[src/rtl/ubs_pkg.sv]
package ubs_pkg;

    // Input transfer payload
    typedef struct packed {
        logic [7:0] data_byte;
        logic       end_of_string;
    } in_item_t;

    // Output transfer payload
    typedef struct packed {
        logic [7:0] out_byte;
        logic       out_last;
    } out_item_t;

    // Decision on the byte at the head of the queue
    localparam logic [1:0] CLS_SINGLE = 2'd0;
    localparam logic [1:0] CLS_PASS   = 2'd1;
    localparam logic [1:0] CLS_REPL   = 2'd2;
    localparam logic [1:0] CLS_HOLD   = 2'd3;

    // Source of the next output byte
    localparam logic [1:0] SEL_HEAD = 2'd0;
    localparam logic [1:0] SEL_EF   = 2'd1;
    localparam logic [1:0] SEL_BF   = 2'd2;
    localparam logic [1:0] SEL_BD   = 2'd3;

    // Replacement character bytes
    localparam logic [7:0] REPL_B0 = 8'hEF;
    localparam logic [7:0] REPL_B1 = 8'hBF;
    localparam logic [7:0] REPL_B2 = 8'hBD;

    // Queue depth: three held bytes plus the new one
    localparam int unsigned QUEUE_DEPTH = 4;

    // Controller to datapath commands
    typedef struct packed {
        logic       load;
        logic       pop;
        logic       emit;
        logic [1:0] byte_sel;
        logic       set_rep_last;
        logic       pass_load;
        logic       pass_dec;
    } ubs_cmd_t;

    // Datapath to controller status
    typedef struct packed {
        logic       len_zero;
        logic [1:0] head_class;
        logic       pass_done;
        logic       out_free;
    } ubs_sts_t;

    // Sequence length from the lead byte; zero marks an invalid lead
    function automatic logic [2:0] seq_length(input logic [7:0] c);
        logic [2:0] n;
        if (c <= 8'h7F) begin
            n = 3'd1;
        end else if (c >= 8'hC0 && c <= 8'hDF) begin
            n = 3'd2;
        end else if (c >= 8'hE0 && c <= 8'hEF) begin
            n = 3'd3;
        end else if (c >= 8'hF0 && c <= 8'hF7) begin
            n = 3'd4;
        end else begin
            n = 3'd0;
        end
        return n;
    endfunction

endpackage

[src/rtl/ubs_datapath.sv]
module ubs_datapath (
    input  logic               aclk,
    input  logic               aresetn,
    input  ubs_pkg::in_item_t  s_data,
    input  ubs_pkg::ubs_cmd_t  cmd,
    output ubs_pkg::ubs_sts_t  sts,
    output logic               m_valid,
    input  logic               m_ready,
    output ubs_pkg::out_item_t m_data
);

    logic [7:0]         buf_reg [ubs_pkg::QUEUE_DEPTH];
    logic [2:0]         len_reg;
    logic [2:0]         len_next;
    logic               eos_reg;
    logic               rep_last_reg;
    logic [1:0]         pass_cnt_reg;
    logic               m_valid_reg;
    ubs_pkg::out_item_t out_reg;

    logic [2:0] need;
    logic       cont_ok;
    logic [1:0] head_class;
    logic [7:0] emit_byte;
    logic       emit_last;
    logic       head_last;

    // Classify the head byte against the bytes queued behind it
    always_comb begin
        need    = ubs_pkg::seq_length(buf_reg[0]);
        cont_ok = 1'b1;
        for (int k = 1; k < ubs_pkg::QUEUE_DEPTH; k++) begin
            if (3'(k) < need && buf_reg[k][7:6] != 2'b10) begin
                cont_ok = 1'b0;
            end
        end
        if (need == 3'd1) begin
            head_class = ubs_pkg::CLS_SINGLE;
        end else if (need == 3'd0) begin
            head_class = ubs_pkg::CLS_REPL;
        end else if (len_reg < need) begin
            head_class = eos_reg ? ubs_pkg::CLS_REPL : ubs_pkg::CLS_HOLD;
        end else if (cont_ok) begin
            head_class = ubs_pkg::CLS_PASS;
        end else begin
            head_class = ubs_pkg::CLS_REPL;
        end
    end

    // Last output of a string is the final byte leaving the queue
    assign head_last = eos_reg && (len_reg == 3'd1);

    // Select the outgoing byte
    always_comb begin
        case (cmd.byte_sel)
            ubs_pkg::SEL_HEAD: begin
                emit_byte = buf_reg[0];
                emit_last = head_last;
            end
            ubs_pkg::SEL_EF: begin
                emit_byte = ubs_pkg::REPL_B0;
                emit_last = 1'b0;
            end
            ubs_pkg::SEL_BF: begin
                emit_byte = ubs_pkg::REPL_B1;
                emit_last = 1'b0;
            end
            default: begin
                emit_byte = ubs_pkg::REPL_B2;
                emit_last = rep_last_reg;
            end
        endcase
    end

    assign sts.len_zero   = (len_reg == 3'd0);
    assign sts.head_class = head_class;
    assign sts.pass_done  = (pass_cnt_reg == 2'd1);
    assign sts.out_free   = !m_valid_reg || m_ready;

    // Queue fill level
    always_comb begin
        len_next = len_reg;
        if (cmd.load) begin
            len_next = len_reg + 3'd1;
        end else if (cmd.pop) begin
            len_next = len_reg - 3'd1;
        end
    end

    // Control registers
    always_ff @(posedge aclk) begin
        if (!aresetn) begin
            len_reg     <= 3'd0;
            m_valid_reg <= 1'b0;
        end else begin
            len_reg <= len_next;
            if (cmd.emit) begin
                m_valid_reg <= 1'b1;
            end else if (m_ready) begin
                m_valid_reg <= 1'b0;
            end
        end
    end

    // Queue contents: append on load, shift toward the head on pop
    always_ff @(posedge aclk) begin
        if (cmd.load) begin
            buf_reg[len_reg[1:0]] <= s_data.data_byte;
            eos_reg               <= s_data.end_of_string;
        end else if (cmd.pop) begin
            for (int k = 0; k < ubs_pkg::QUEUE_DEPTH - 1; k++) begin
                buf_reg[k] <= buf_reg[k + 1];
            end
        end
    end

    // Replacement end flag and pass-through counter
    always_ff @(posedge aclk) begin
        if (cmd.set_rep_last) begin
            rep_last_reg <= head_last;
        end
        if (cmd.pass_load) begin
            pass_cnt_reg <= 2'(need - 3'd1);
        end else if (cmd.pass_dec) begin
            pass_cnt_reg <= pass_cnt_reg - 2'd1;
        end
    end

    // Output register
    always_ff @(posedge aclk) begin
        if (cmd.emit) begin
            out_reg.out_byte <= emit_byte;
            out_reg.out_last <= emit_last;
        end
    end

    assign m_valid = m_valid_reg;
    assign m_data  = out_reg;

endmodule

[src/rtl/ubs_ctrl.sv]
module ubs_ctrl (
    input  logic              aclk,
    input  logic              aresetn,
    input  logic              s_valid,
    output logic              s_ready,
    input  ubs_pkg::ubs_sts_t sts,
    output ubs_pkg::ubs_cmd_t cmd
);

    localparam logic [2:0] ST_IDLE = 3'd0;
    localparam logic [2:0] ST_EVAL = 3'd1;
    localparam logic [2:0] ST_REP1 = 3'd2;
    localparam logic [2:0] ST_REP2 = 3'd3;
    localparam logic [2:0] ST_PASS = 3'd4;

    logic [2:0] state_reg;
    logic [2:0] state_next;

    // Sequence accept, classify and emit steps
    always_comb begin
        state_next = state_reg;
        cmd        = '0;
        cmd.byte_sel = ubs_pkg::SEL_HEAD;
        s_ready    = 1'b0;
        unique case (state_reg)
            ST_IDLE: begin
                s_ready = 1'b1;
                if (s_valid) begin
                    cmd.load   = 1'b1;
                    state_next = ST_EVAL;
                end
            end
            ST_EVAL: begin
                if (sts.len_zero) begin
                    state_next = ST_IDLE;
                end else begin
                    unique case (sts.head_class)
                        ubs_pkg::CLS_HOLD: begin
                            state_next = ST_IDLE;
                        end
                        ubs_pkg::CLS_SINGLE: begin
                            if (sts.out_free) begin
                                cmd.emit = 1'b1;
                                cmd.pop  = 1'b1;
                            end
                        end
                        ubs_pkg::CLS_PASS: begin
                            if (sts.out_free) begin
                                cmd.emit      = 1'b1;
                                cmd.pop       = 1'b1;
                                cmd.pass_load = 1'b1;
                                state_next    = ST_PASS;
                            end
                        end
                        default: begin
                            if (sts.out_free) begin
                                cmd.emit         = 1'b1;
                                cmd.byte_sel     = ubs_pkg::SEL_EF;
                                cmd.pop          = 1'b1;
                                cmd.set_rep_last = 1'b1;
                                state_next       = ST_REP1;
                            end
                        end
                    endcase
                end
            end
            ST_REP1: begin
                if (sts.out_free) begin
                    cmd.emit     = 1'b1;
                    cmd.byte_sel = ubs_pkg::SEL_BF;
                    state_next   = ST_REP2;
                end
            end
            ST_REP2: begin
                if (sts.out_free) begin
                    cmd.emit     = 1'b1;
                    cmd.byte_sel = ubs_pkg::SEL_BD;
                    state_next   = ST_EVAL;
                end
            end
            ST_PASS: begin
                if (sts.out_free) begin
                    cmd.emit     = 1'b1;
                    cmd.pop      = 1'b1;
                    cmd.pass_dec = 1'b1;
                    if (sts.pass_done) begin
                        state_next = ST_EVAL;
                    end
                end
            end
            default: begin
                state_next = ST_IDLE;
            end
        endcase
    end

    // State register
    always_ff @(posedge aclk) begin
        if (!aresetn) begin
            state_reg <= ST_IDLE;
        end else begin
            state_reg <= state_next;
        end
    end

endmodule

[src/rtl/utf8_byte_sanitizer.sv]
// Repairs a byte stream into loosely valid UTF-8. Bytes 00-7F pass; a lead byte
// is held until its continuation bytes arrive and the whole sequence passes if
// they are all 10xxxxxx. A bad or stray byte, or a lead cut off by end_of_string,
// becomes EF BF BD and the bytes behind it are examined again. Overlong forms and
// surrogates are not rejected. out_last marks the final output byte of a string.
// One input byte is taken at a time: the sequencer accepts it, emits each output
// byte it produces, and finds the queue empty or a sequence still incomplete
// before it takes the next; m_ready held low stalls each output byte in turn.
// All output bytes leave through a single output register driven by one
// sequencer, which paces the input.
module utf8_byte_sanitizer (
    input  logic               aclk,
    input  logic               aresetn,
    input  logic               s_valid,
    output logic               s_ready,
    input  ubs_pkg::in_item_t  s_data,
    output logic               m_valid,
    input  logic               m_ready,
    output ubs_pkg::out_item_t m_data
);

    ubs_pkg::ubs_cmd_t cmd;
    ubs_pkg::ubs_sts_t sts;

    // Sequencer
    ubs_ctrl u_ctrl (
        .aclk    (aclk),
        .aresetn (aresetn),
        .s_valid (s_valid),
        .s_ready (s_ready),
        .sts     (sts),
        .cmd     (cmd)
    );

    // Byte queue, classifier and output register
    ubs_datapath u_datapath (
        .aclk    (aclk),
        .aresetn (aresetn),
        .s_data  (s_data),
        .cmd     (cmd),
        .sts     (sts),
        .m_valid (m_valid),
        .m_ready (m_ready),
        .m_data  (m_data)
    );

endmodule

[config.mk]
export PLATFORM = sky130hd
export DESIGN_NAME = utf8_byte_sanitizer
export DESIGN_NICKNAME = d
export VERILOG_FILES = /design/src/rtl/ubs_pkg.sv /design/src/rtl/ubs_datapath.sv /design/src/rtl/ubs_ctrl.sv /design/src/rtl/utf8_byte_sanitizer.sv
export SDC_FILE = /design/constraint.sdc
export NUM_CORES = 1
export LEC_CHECK = 0
export BUFFER_PORTS_ARGS = -buffer_cell sky130_fd_sc_hd__buf_2
export CAP_MARGIN = 0
export CORE_MARGIN = 8
export CORE_UTILIZATION = 55
export DETAILED_ROUTE_END_ITERATION = 6
export GPL_ROUTABILITY_DRIVEN = 0
export PLACE_DENSITY = 0.79
export SLEW_MARGIN = 20
export SYNTH_ARGS = -nofsm -noshare
export SYNTH_HDL_FRONTEND = slang
export SYNTH_HIERARCHICAL = 1
export SYNTH_SLANG_ARGS = --single-unit
export TNS_END_PERCENT = 10
[constraint.sdc]
create_clock -name aclk -period 4.67 [get_ports aclk]
set_input_delay 0 -clock aclk [delete_from_list [all_inputs] [get_ports aclk]]
set_output_delay 0 -clock aclk [all_outputs]
set_load 0.005 [all_outputs]
==> results_dict.tcl <==
set metrics [dict create \
    cap_viol_max_count 0 \
    clockPowerShare_pct 14.6 \
    dpl_cell_area_um2 2700 \
    synth_area_um2 2540 \
    clockBufferDepth 2 \
    port_buffers 23 \
    place_hpwl_um 3220 \
    grt_antenna_before_repair 0 \
    grt_pass1_wl_um 7560 \
    fin_setup_tns_ps 0 \
    grt_pass1_vias 1686 \
    final_cell_mix "nand2_1, edfxtp_1, buf_2, inv_1, o21ai_0" \
    ant_nets 0 \
    status "complete, no violations" \
    drc 0 \
    syn2layout_area_growth_pct 14.1 \
    dieArea_um2 7050 \
    rows 24 \
    grt_max_degree 23 \
    holdCritStartpoint "m_ready" \
    num_vias 1741 \
    htreeDepth 2 \
    ys_types 43 \
    antennaDiodeCount 0 \
    root_buffer "clkbuf_8" \
    drv_slew 0 \
    grtUsageTotal_pct 13.1 \
    initial_utilization_pct 57.5 \
    reg2reg_setup_slack_ps 750 \
    hold_class "in -> reg" \
    final-hold-violation-count 0 \
    pwr-share-comb_pct 39.1 \
    largest_reg_flops 32 \
    path_class "reg -> reg" \
    drt_iter0_drc 94 \
    numCtsBuffers 5 \
    crit_path_max_fanout 15 \
    wl_um 4460 \
    reg2reg_to "u_datapath/buf_reg[1][4]" \
    ctsResizeCount 0 \
    grt_remaining_overflow 0 \
    syn_nets 261 \
    synthCells 237 \
    max-slew-margin-rel_pct 45.8 \
    synth-async-reset-ratio_pct 0 \
    end_kind "flop" \
    fin_crit_sh_pct 83.9 \
    rsz0062_at_grt "false" \
    vdd_drop_max_uv 309 \
    critical_path_required_ps 4650 \
    final-setup-viol-count 0 \
    p_sw_mw 0.678 \
    nets 296 \
    dr.pass1.iters 4 \
    yosysWarnings 6 \
    pin_count 24 \
    worstSetupStartpointType "flop" \
    final_layout_size_suffix_gt1_share_pct 15.4 \
    path_clk_slew_ps 100 \
    synth_ff_type "edfxtp_1" \
    cts_tree "done" \
    min_period_ps 3920 \
    switching_share_pct 37.3 \
    leakage_nw 1.21 \
    synth_seq_area_share_pct 58.7 \
    seq_power_share_pct 46.3 \
    die_width_um 83.9 \
    finClkSkew_ps 9.43 \
    die_h_um 83.9 \
    cp.arrival_ps 3900 \
    hold_end "u_datapath/m_valid" \
    clock.fmax_mhz 255 \
    final_common_cell "nand2_1" \
    timing.rr.start "u_datapath/buf_reg[0][7]" \
    wl_per_cell_um 13.7 \
    viasPerCell 5.36 \
    design_area_um2 2900 \
    synth.avg_cell_area_um2 10.7 \
    ys_seq_elements 52 \
    power_density_nw_per_um2 628 \
    worstHoldPathCells 3 \
    tightest_slew_ps 807 \
    clock-sinks 52 \
    core_area_um2 4410 \
    r2r_cells 13 \
    synth_edf_count 45 \
    worstSkewPairLatency_ps 310 \
    intPower_mw 1.14 \
]
## cells by family after synthesis
kind of cell	after synthesis	share of synthesized area, %
multiplexers	2	0.789
flip-flops	52	58.7
adder cells (fa/ha/maj)	11	5.42
buffers and inverters	21	3.25
AO/OA/AOI/OAI	35	9.96
AND/OR/NAND/NOR	116	21.8
## cell type report
class	count	area [um^2]
inverters	15	56.3
well taps	52	65.1
multi-input cells	164	965
flip-flops and latches	52	1490
fillers	333	1520
clock inverters	3	27.5
clock buffers	5	68.8
repair buffers	34	223
## synthesized netlist by cell type, types with 3 or more instances
| cell | n | area share (%) |
|---|---|---|
| nand2b_1 | 4 | 0.99 |
| buf_2 | 3 | 0.59 |
| nand2_1 | 79 | 12 |
| nor2b_1 | 6 | 1.5 |
| a21oi_1 | 3 | 0.59 |
| edfxtp_1 | 45 | 53 |
| ha_1 | 11 | 5.4 |
| clkbuf_1 | 3 | 0.44 |
| o21ai_0 | 12 | 2.4 |
| inv_1 | 15 | 2.2 |
| nor2_1 | 7 | 1.0 |
| dfxtp_1 | 7 | 5.5 |
| a31oi_1 | 3 | 0.74 |
## what timing repair did
action	4_1_cts	5_1_grt
hold endpoints to repair	11	0
hold buffers	10	0
setup buffers	0	0
## power by group through the flow
stage / Sequential, mW / Combinational [mW] / Clock, mW
3_3_place_gp: 0.846 / 0.684 / 0
5_1_grt: 0.859 / 0.814 / 0.292
4_1_cts: 0.842 / 0.715 / 0.274
3_5_place_dp: 0.853 / 0.700 / 0
2_1_floorplan: 0.833 / 0.534 / 0
6_report: 0.841 / 0.711 / 0.266
## per-layer routing
metal  share of wire, %  track usage (%)  vias up
met4                2.4             5.97        0
met3                7.1             4.59       12
met2                 45             20.0       48
met1                 46             16.0      792
met5                  0                0        -
li1                   -                -      889
## worst max path at each step
stage,from,endpoint,depth (start not counted)
after floorplan,u_datapath/buf_reg[0][7],u_datapath/buf_reg[0][0],14
after global placement,u_datapath/buf_reg[0][7],u_datapath/buf_reg[0][0],13
after detailed placement,u_datapath/buf_reg[0][7],u_datapath/buf_reg[1][2],13
after CTS,u_datapath/buf_reg[0][7],u_datapath/buf_reg[1][4],13
after global routing,u_datapath/buf_reg[0][7],u_datapath/buf_reg[0][2],13
final,u_datapath/buf_reg[0][7],u_datapath/buf_reg[1][4],13
## per-stage QoR
step | util (%) | hold slack [ps] | cells | setup slack [ps] | power [mW]
global route | 65.6 | 253 | 325 | 433 | 1.96
floorplan | - | 98.9 | 237 | 1280 | 1.37
finish | 65.6 | 207 | 325 | 750 | 1.82
CTS | 65.6 | 186 | 325 | 741 | 1.83
global placement | 61.2 | 177 | 307 | 954 | 1.53
detailed placement | 61.2 | 186 | 307 | 815 | 1.55
## worst max-delay path, cell delays in order, from the launching register on
cell and delay (ps):
edfxtp_1 520, nand4_1 180, or2_2 320, ha_1 240, or3_1 380, o21ai_0 120
nor2_1 90, a41o_1 300, nand2_1 90, nand2_1 70, o21ai_0 190, nor2b_1 330
nand2b_1 370, nand2_1 400
Power figures use the tool's default switching activity.
